File: src/rtl/c8ic_pkg.sv
// shared types, constants and command codes for the chip8 instruction core
// no dependencies
package c8ic_pkg;

  localparam int MEM_BYTES     = 4096;
  localparam int STACK_DEPTH   = 16;
  localparam int SCREEN_WIDTH  = 64;
  localparam int SCREEN_HEIGHT = 32;

  localparam int MEM_AW   = $clog2(MEM_BYTES);
  localparam int STACK_AW = $clog2(STACK_DEPTH);
  localparam int SP_W     = $clog2(STACK_DEPTH + 1);
  localparam int ROW_AW   = $clog2(SCREEN_HEIGHT);
  localparam int COL_AW   = $clog2(SCREEN_WIDTH);

  localparam logic [11:0] PC_START = 12'h200;

  typedef enum logic [1:0] {
    MODE_WRITE = 2'd0,
    MODE_EXEC  = 2'd1,
    MODE_READ  = 2'd2,
    MODE_NONE  = 2'd3
  } mode_e;

  typedef enum logic [1:0] {
    ST_OK        = 2'd0,
    ST_UNKNOWN   = 2'd1,
    ST_OVERFLOW  = 2'd2,
    ST_UNDERFLOW = 2'd3
  } status_e;

  typedef enum logic [3:0] {
    OP_NOP,
    OP_CLEAR,
    OP_CAPTURE,
    OP_MEM_WR,
    OP_ROW_RD,
    OP_ROW_LAT,
    OP_FETCH_HI,
    OP_FETCH_LO,
    OP_READ_X,
    OP_READ_Y,
    OP_EXEC,
    OP_DRAW_RD,
    OP_DRAW_WR,
    OP_DRAW_END,
    OP_FLAG,
    OP_LOAD_OUT
  } dp_op_e;

  typedef struct packed {
    logic [1:0]  mode;
    logic [11:0] address;
    logic [7:0]  data_byte;
    logic [7:0]  random_byte;
    logic [4:0]  row_select;
  } in_t;

  typedef struct packed {
    logic [11:0] pc_after;
    logic [15:0] opcode_done;
    logic [1:0]  status;
    logic        collision;
    logic        draw_done;
    logic [63:0] display_row;
  } out_t;

  typedef struct packed {
    dp_op_e op;
  } dp_cmd_t;

  typedef struct packed {
    logic clear_last;
    logic is_draw;
    logic draw_more;
  } dp_status_t;

endpackage

File: src/rtl/c8ic_ctrl.sv
// controller state machine of the chip8 instruction core
// depends on c8ic_pkg
module c8ic_ctrl (
  input  logic                 clk_i,
  input  logic                 rst_ni,
  input  logic                 in_valid_i,
  output logic                 in_stall_o,
  input  logic [1:0]           in_mode_i,
  output logic                 out_valid_o,
  input  logic                 out_stall_i,
  input  c8ic_pkg::dp_status_t st_i,
  output c8ic_pkg::dp_cmd_t    cmd_o
);

  typedef enum logic [3:0] {
    S_CLEAR, S_IDLE, S_WRITE, S_ROWRD, S_ROWLAT, S_FHI, S_FLO,
    S_RVX, S_RVY, S_EXEC, S_DRD, S_DWR, S_FLAG, S_DONE
  } state_e;

  state_e state_q, state_d;
  logic   out_valid_q, out_valid_d;
  logic   out_free;

  assign out_free    = !out_valid_q || !out_stall_i;
  assign in_stall_o  = (state_q != S_IDLE);
  assign out_valid_o = out_valid_q;

  always_comb begin
    state_d     = state_q;
    cmd_o.op    = c8ic_pkg::OP_NOP;
    out_valid_d = out_valid_q && out_stall_i;
    unique case (state_q)
      S_CLEAR: begin
        cmd_o.op = c8ic_pkg::OP_CLEAR;
        if (st_i.clear_last) state_d = S_IDLE;
      end
      S_IDLE: begin
        if (in_valid_i) begin
          cmd_o.op = c8ic_pkg::OP_CAPTURE;
          unique case (c8ic_pkg::mode_e'(in_mode_i))
            c8ic_pkg::MODE_WRITE: state_d = S_WRITE;
            c8ic_pkg::MODE_EXEC:  state_d = S_FHI;
            c8ic_pkg::MODE_READ:  state_d = S_ROWRD;
            c8ic_pkg::MODE_NONE:  state_d = S_DONE;
            default:              state_d = S_DONE;
          endcase
        end
      end
      S_WRITE: begin
        cmd_o.op = c8ic_pkg::OP_MEM_WR;
        state_d  = S_DONE;
      end
      S_ROWRD: begin
        cmd_o.op = c8ic_pkg::OP_ROW_RD;
        state_d  = S_ROWLAT;
      end
      S_ROWLAT: begin
        cmd_o.op = c8ic_pkg::OP_ROW_LAT;
        state_d  = S_DONE;
      end
      S_FHI: begin
        cmd_o.op = c8ic_pkg::OP_FETCH_HI;
        state_d  = S_FLO;
      end
      S_FLO: begin
        cmd_o.op = c8ic_pkg::OP_FETCH_LO;
        state_d  = S_RVX;
      end
      S_RVX: begin
        cmd_o.op = c8ic_pkg::OP_READ_X;
        state_d  = S_RVY;
      end
      S_RVY: begin
        cmd_o.op = c8ic_pkg::OP_READ_Y;
        state_d  = S_EXEC;
      end
      S_EXEC: begin
        cmd_o.op = c8ic_pkg::OP_EXEC;
        state_d  = st_i.is_draw ? S_DRD : S_FLAG;
      end
      S_DRD: begin
        if (st_i.draw_more) begin
          cmd_o.op = c8ic_pkg::OP_DRAW_RD;
          state_d  = S_DWR;
        end else begin
          cmd_o.op = c8ic_pkg::OP_DRAW_END;
          state_d  = S_FLAG;
        end
      end
      S_DWR: begin
        cmd_o.op = c8ic_pkg::OP_DRAW_WR;
        state_d  = S_DRD;
      end
      S_FLAG: begin
        cmd_o.op = c8ic_pkg::OP_FLAG;
        state_d  = S_DONE;
      end
      S_DONE: begin
        if (out_free) begin
          cmd_o.op    = c8ic_pkg::OP_LOAD_OUT;
          out_valid_d = 1'b1;
          state_d     = S_IDLE;
        end
      end
      default: state_d = S_IDLE;
    endcase
  end

  always_ff @(posedge clk_i or negedge rst_ni) begin
    if (!rst_ni) begin
      state_q     <= S_CLEAR;
      out_valid_q <= 1'b0;
    end else begin
      state_q     <= state_d;
      out_valid_q <= out_valid_d;
    end
  end

endmodule

File: config.mk
export PLATFORM = sky130hd
export DESIGN_NAME = c8ic_ctrl
export DESIGN_NICKNAME = d
export VERILOG_FILES = /design/src/rtl/c8ic_pkg.sv /design/src/rtl/c8ic_ctrl.sv
export SDC_FILE = /design/constraint.sdc
export NUM_CORES = 1
export LEC_CHECK = 0
export ABC_AREA = 1
export BUFFER_PORTS_ARGS = -buffer_cell sky130_fd_sc_hd__buf_2
export CAP_MARGIN = 20
export CORE_MARGIN = 3
export CORE_UTILIZATION = 35
export DETAILED_ROUTE_END_ITERATION = 12
export GPL_ROUTABILITY_DRIVEN = 0
export PLACE_DENSITY = 0.57
export SLEW_MARGIN = 20
export SYNTH_ARGS = -nofsm -noshare
export SYNTH_HDL_FRONTEND = slang
export SYNTH_SLANG_ARGS = --single-unit
File: constraint.sdc
create_clock -name clk_i -period 1.1 [get_ports clk_i]
set_input_delay 0.165 -clock clk_i [delete_from_list [all_inputs] [get_ports clk_i]]
set_output_delay 0.165 -clock clk_i [all_outputs]
set_load 0.01 [all_outputs]
After elaboration in Yosys (flattened, before gate mapping)
Cells that the tools add are included.
{"block": "classes", "addsub": 0, "multipliers": 0, "div_mod_pow": 0, "order_cmp": 0, "eq_ne": 20, "n_shift": 0, "muxes": 13, "bitwise": 0, "reduce_logical": 8}
{"operator": "$pmux 4 s14", "n": 1}
{"operator": "$pmux 4 s12", "n": 1}
{"operator": "$eq 4x4->1 const B", "n": 6}
{"operator": "$eq 4x3->1 const B", "n": 4}
{"operator": "$mux 4", "n": 4}
{"operator": "$pmux 4 s4", "n": 1}
{"operator": "$mux 3", "n": 3}
{"operator": "$eq 4x2->1 const B", "n": 2}
{"operator": "$ne 2x2->1 const B", "n": 3}
{"operator": "$eq 2x2->1 const B", "n": 2}
{"operator": "$eq 4x1->1 const B", "n": 1}
{"operator": "$logic_not 4->1", "n": 1}
{"operator": "$ne 4x1->1 const B", "n": 1}
{"operator": "$reduce_and 3->1", "n": 1}
{"operator": "$reduce_or 3->1", "n": 1}
{"operator": "$eq 2x1->1 const B", "n": 1}
{"operator": "$logic_not 1->1", "n": 2}
{"operator": "$logic_not 2->1", "n": 1}
{"operator": "$mux 1", "n": 2}
{"operator": "$mux 2", "n": 1}
{"operator": "$logic_and 1x1->1", "n": 1}
{"operator": "$logic_or 1x1->1", "n": 1}
{"block": "word_totals", "register_bits": 5, "latch_bits": 0, "ram_bits": 0, "rom_bits": 0, "in_bits": 9, "out_inout_bits": 6, "mem_count": 0}

Logic depth before layout (Yosys ltp)
Gate-level depths: netlist of the first run.
{"block": "logic_depth", "word_depth": 4, "mapped_depth": 9, "mapped_depth_nobuf": 9}

Worst setup path after synthesis of the first run
OpenSTA, ideal clock, no wires.
{"block": "synth_path", "kind": "register to output", "start": "reg state_q[0]", "end": "out cmd_o[2] (netlist name)", "t_arrival_ns": 1.091, "required_time_ns": 0.935, "path_slack_ns": -0.156, "stages_incl_launch_ff": 8, "n_path_buf": 1, "path_cell_list": "dfrtp_1 inv_1 nor2_1 buf_4 nand2_1 nor2_1 nor2_1 o2111ai_1"}
{"item": "start, declared", "line": "c8ic_ctrl.sv:20", "text": "state_e state_q, state_d;"}
{"item": "start signal, assigned", "line": "c8ic_ctrl.sv:114", "text": "state_q <= state_d;"}
{"item": "end, declared", "line": "c8ic_ctrl.sv:12", "text": "output c8ic_pkg::dp_cmd_t cmd_o"}

==> impl_metrics.toml, run 1 <==
[run_status]
outcome = "complete, but fails checks"
violations = "negative setup slack"

[finish]
drive_above_1_share_pct = 56.1
post-route-util_pct = 70.5
design_area_sq_um = 963
antenna_cells = 0
nNetsFinal = 142
syn2layout_area_growth_pct = 79.5

[drt]
finalWirelength_microns = 1900
vias_per_cell = 4.99
dr.pass1.iters = 4
ant_nets = 0
detail_route.drc_violations = 0
drt-wirelength-per-cell_microns = 12.9
drt_first_iter_violations = 16
vias = 733

[sta]
hold_viol = 0
relSlewSlack_pct = 81.5
setup_viol = 9
slew_violations = 0
fin_setup_tns_ns = -3.23
tightest_slew_ns = 0.277
fin_crit_ns = 1.56
layout_setup_ws_ns = -0.455
skew_ns = 0.00823
period_share_pct = 141
fmax_ghz = 0.643
rsz0062_at_grt = "yes"

[synthesis]
synthCells = 96
syn-mean-instance-area_sq_um = 5.59
synthesis.area_sq_um = 537
synth_edf_count = 0
synth-async-reset-ratio_pct = 100
synth_seq_cells = 5
synth-seq-area-share_pct = 23.3
synth_top_area_cell = "nand2_1"
synth_nets = 105
synth-main-ff-cell = "dfrtp_1"
yosys_warnings = 0
yosysTopAreaCellShare_pct = 25.2
netlist_top_cells_area = "nand2_1 25%, dfrtp_1 23%, nor2_1 11%"
ys_top_cells_by_count = "36 x nand2_1, 16 x nor2_1, 13 x inv_1"
post-synth-top-count-cell = "nand2_1"
synthDistinctLibCells = 17

[critical_path]
worstPathRequired_ns = 0.94
crit_path_max_incr_delay_ns = 0.47
crit_path_end_kind = "primary output"
worstSetupStartpoint = "state_q[3]"
cp.arrival_ns = 1.39
cp_max_fo = 5
ff2ff_setup_slack_ns = -0.32
r2r_cells = 8
r2r_start = "state_q[3]"
crit_path_frequent_cell = "nor2_4"
path_class = "flop to primary output"
crit_family = "flip-flops"
critPathBufInv = 2
crit_path_end = "cmd_o[2]"
cp-start-kind = "flop"
regToRegEndpoint = "state_q[0]"
cp_cell_sequence = "nand2_2 -> inv_4 -> nand2_4 -> nor2_4 -> nor2_4 -> o2111ai_2 -> buf_2"
slowest_stage = "dfrtp_2"
worstSetupPathDepth = 7

[power_and_ir_drop]
leakage_nw = 0.549
power.density_cell_area_nw_per_um2 = 3040
peakVddDrop_mv = 2.04

[floorplanning]
die_x_microns = 45.2
pin_count = 15
start_util_pct = 39.3
core_area_sq_um = 1370
rows = 13
die_y_microns = 45.2
die_area_sq_um = 2040

[cts]
cts.sinks = 5
h-tree-depth = 1
clockRootBuffer = "clkbuf_4"
cts_buffers = 3
cts_tree = "built"
cts.clk_slew.worst_paths_ns = 0.05
clock_path_buffers = 2
clock_latency_ns = 0.25

[placement]
port_buffers = 14
post-dp-hpwl_microns = 1350
post_dp_cell_area_sq_um = 744

[grt]
grt_overflow = 0
grt_max_degree = 10
grt_usage_pct = 20.8
grt_pass1_wl_microns = 3040
grt_pass1_vias = 715
grt_antenna_before_repair = 0

[job]
cap_viol_max_count = 0

[min_path]
min_path_type = "input port to flop"
[worst min-delay path: cells and delay by family]
kind | cells | cell delay (ns)
simple gates | 2 | 0.12
buf+inv | 1 | 0.08
[kinds of logic (layout without fill, tap and decap cells)]
family	count (synthesis)	count (layout)	share of synthesized area [%]
and+or+nand+nor	70	70	58.0
buffers and inverters	16	52	11.9
AOI/OAI and AO/OA	5	5	6.76
DFF	5	5	23.3
[layer usage]
| layer | part of all wire, % | global-route usage, % |
|---|---|---|
| met5 | 0 | 0 |
| met4 | 0.63 | 5.85 |
| met3 | 5.4 | 5.98 |
| met2 | 52 | 34.7 |
| met1 | 41 | 25.8 |
[worst min path at each step]
stage,endpoint,start,cells after the start,slack [ns]
3_3_place_gp,state_q[0],rst_ni,1,-0.02
6_report,out_valid_o,out_stall_i,3,0.15
5_1_grt,out_valid_o,out_stall_i,3,0.16
4_1_cts,out_valid_o,out_stall_i,3,0.15
3_5_place_dp,state_q[0],rst_ni,1,-0.02
2_1_floorplan,out_valid_o,rst_ni,0,-0.13
[power by group]
part	internal (W)	switching [W]
combinational	0.00103	0.00122
sequential	0.000284	0.000179
clock	0.000137	0.0000789
[cell type report]
class / instances / area, sq um
Fill cell: 111 / 403
Tap cell: 15 / 18.8
Multi-Input combinational cell: 75 / 484
Clock buffer: 4 / 26.3
Inverter: 15 / 61.3
Timing Repair Buffer: 33 / 243
Sequential cell: 5 / 130
[stage by stage]
stage	std cells	setup slack (ns)	power (W)	hold slack, ns
2_1_floorplan	96	-0.0725	0.00154	-0.131
3_3_place_gp	134	-0.243	0.00209	-0.0190
3_5_place_dp	134	-0.260	0.00212	-0.0162
4_1_cts	143	-0.461	0.00270	0.151
5_1_grt	147	-0.541	0.00320	0.158
6_report	147	-0.455	0.00293	0.150
[cell usage in the layout (no fill, tap or decap), types with 3 or more instances in the layout]
master	n
nand2_1	27
buf_6	6
buf_2	12
clkbuf_4	3
inv_2	4
inv_1	9
nand2_2	6
nand3_2	7
nor2_4	9
buf_4	14
nand2_4	3
dfrtp_2	4
nor2_1	9
nand4_1	4
[timing repair]
item | CTS | global route
pin swaps | 6 | 11
gates resized for setup | 23 | 12
hold endpoints to repair | 5 | 0
hold buffers | 1 | 0
setup buffers | 5 | 5
endpoints found under the setup margin | 9 | 10
gates cloned | 0 | 0
[registers in the layout, indices dropped and copies added (netlist names)]
| signal | count |
|---|---|
| state_q | 4 |
| out_valid_o | 1 |
(Power assumes the default switching activity.)
==> inputs of run 2 (changes only) <==
--- a/config.mk
+++ b/config.mk
@@ -13,6 +13,7 @@
 export DETAILED_ROUTE_END_ITERATION = 12
 export GPL_ROUTABILITY_DRIVEN = 0
 export PLACE_DENSITY = 0.57
+export RECOVER_POWER = 100
 export SLEW_MARGIN = 20
 export SYNTH_ARGS = -nofsm -noshare
 export SYNTH_HDL_FRONTEND = slang
==> run 2 against run 1 <==
Net effect: the run still ends with negative setup slack left; core utilization decreased by 0.18 points; sequential share of layout area about the same; global-route usage stayed put; setup slack stayed put; die area unchanged; combinational power about the same; hold slack stayed put; total power down 0.11%; wire length hardly changed; sequential cell count stayed put; cell count is the same; critical path type unchanged; largest cell class unchanged.
==> impl_metrics.toml, run 2 (synthesis gave the netlist of run 1 again) <==
[finish]
top_register = "state_q"
antenna_cells = 0
nNetsFinal = 142
design_area_sq_um = 961
largest_reg_flops = 4
mostFrequentLayoutCells = "27 x nand2_1, 14 x buf_4, 10 x buf_2"
drive_above_1_share_pct = 54.5
final_common_cell = "nand2_1"
post-route-util_pct = 70.3
syn2layout_area_growth_pct = 79.0
fill_cells = 113

[grt]
grt_usage_pct = 20.8
grt_pass1_wl_microns = 3040
grt_antenna_before_repair = 0
grt_pass1_vias = 715
grt_max_degree = 10
grt_overflow = 0

[sta]
hold_viol = 0
relSlewSlack_pct = 81.5
slew_violations = 0
rsz0062_at_grt = "yes"
skew_ns = 0.00823
tightest_slew_ns = 0.277
layout_setup_ws_ns = -0.455
setup_viol = 9
fmax_ghz = 0.643
period_share_pct = 141
fin_crit_ns = 1.56

[floorplanning]
die_x_microns = 45.2
pin_count = 15
rows = 13
die_y_microns = 45.2
core_area_sq_um = 1370
die_area_sq_um = 2040
start_util_pct = 39.3

[drt]
ant_nets = 0
vias = 733
drt-wirelength-per-cell_microns = 12.9
finalWirelength_microns = 1900
dr.pass1.iters = 4
detail_route.drc_violations = 0
vias_per_cell = 4.99
drt_first_iter_violations = 16

[power_and_ir_drop]
peakVddDrop_mv = 2.04
switching_share_pct = 50.5
p_int_w = 0.00145
p_clk_share_pct = 7.4
power.density_cell_area_nw_per_um2 = 3050
p_seq_share_pct = 15.8
leakage_nw = 0.542
netSwitchingPower_w = 0.00148
p_comb_share_pct = 76.8

[placement]
post_dp_cell_area_sq_um = 744
port_buffers = 14
post-dp-hpwl_microns = 1350

[critical_path]
crit_path_end_kind = "primary output"
cp.arrival_ns = 1.39
cp_max_fo = 5
path_class = "flop to primary output"
worstSetupStartpoint = "state_q[3]"
r2r_cells = 8
worstPathRequired_ns = 0.94
regToRegEndpoint = "state_q[0]"
cp-start-kind = "flop"
ff2ff_setup_slack_ns = -0.32
r2r_start = "state_q[3]"

[min_path]
hold_path_depth = 3
min_to = "out_valid_o"
min_path_type = "input port to flop"
hp-start = "out_stall_i"

[job]
cap_viol_max_count = 0

[run_status]
violations = "negative setup slack"
outcome = "complete, but fails checks"

[cts]
clock_latency_ns = 0.25
cts_buffers = 3
cts.sinks = 5
h-tree-depth = 1
clock_path_buffers = 2
cts_tree = "built"
cts.clk_slew.worst_paths_ns = 0.05
clockRootBuffer = "clkbuf_4"
run 2: worst max path at each step:
stage	to	slack, ns	cells after the start
2_1_floorplan	cmd_o[1]	-0.07	6
3_3_place_gp	cmd_o[0]	-0.24	7
3_5_place_dp	cmd_o[0]	-0.26	7
4_1_cts	cmd_o[0]	-0.46	7
5_1_grt	cmd_o[0]	-0.54	7
6_report	cmd_o[2]	-0.46	7
run 2: what timing repair did:
action	in CTS	in global routing
endpoints found under the hold margin	5	0
setup buffers	5	5
pin swaps	6	11
resized for setup	23	12
hold buffers	1	0
setup endpoints to repair	9	10
run 2: layer usage:
metal	share of wire (%)	up-vias	GRT usage, %
met4	0.63	0	5.85
met1	42	324	25.8
li1	-	380	-
met2	52	27	34.7
met3	5.4	2	5.98
met5	0	-	0
run 2: critical path, cell delays in order (launching register included):
cell and delay (ns):
dfrtp_2 0.47, nand2_2 0.11, inv_4 0.05, nand2_4 0.07
nor2_4 0.04, nor2_4 0.12, o2111ai_2 0.12, buf_2 0.15
run 2: through the flow:
| stage | hold WS (ns) | setup WS [ns] | setup TNS, ns | total power (W) | std cells |
|---|---|---|---|---|---|
| floorplan | -0.131 | -0.0725 | -0.235 | 0.00154 | 96 |
| global placement | -0.0190 | -0.243 | -1.46 | 0.00209 | 134 |
| detailed placement | -0.0162 | -0.260 | -1.78 | 0.00212 | 134 |
| CTS | 0.151 | -0.461 | -2.95 | 0.00270 | 143 |
| global route | 0.158 | -0.541 | -3.96 | 0.00320 | 147 |
| finish | 0.150 | -0.455 | -3.23 | 0.00293 | 147 |
run 2: area by class of cell:
class | count | area [sq um] | area share [%]
Tap cell | 15 | 18.8 | 1.95
Multi-Input combinational cell | 75 | 484 | 50.4
Inverter | 15 | 61.3 | 6.38
Timing Repair Buffer | 33 | 240 | 25.0
Clock buffer | 4 | 26.3 | 2.73
Sequential cell | 5 | 130 | 13.5
run 2: power by group through the flow:
stage	clock, W	sequential [W]	combinational, W
detailed placement	0	0.000414	0.00171
global route	0.000238	0.000476	0.00248
global placement	0	0.000406	0.00168
CTS	0.000220	0.000432	0.00204
floorplan	0	0.000404	0.00114
finish	0.000216	0.000463	0.00225
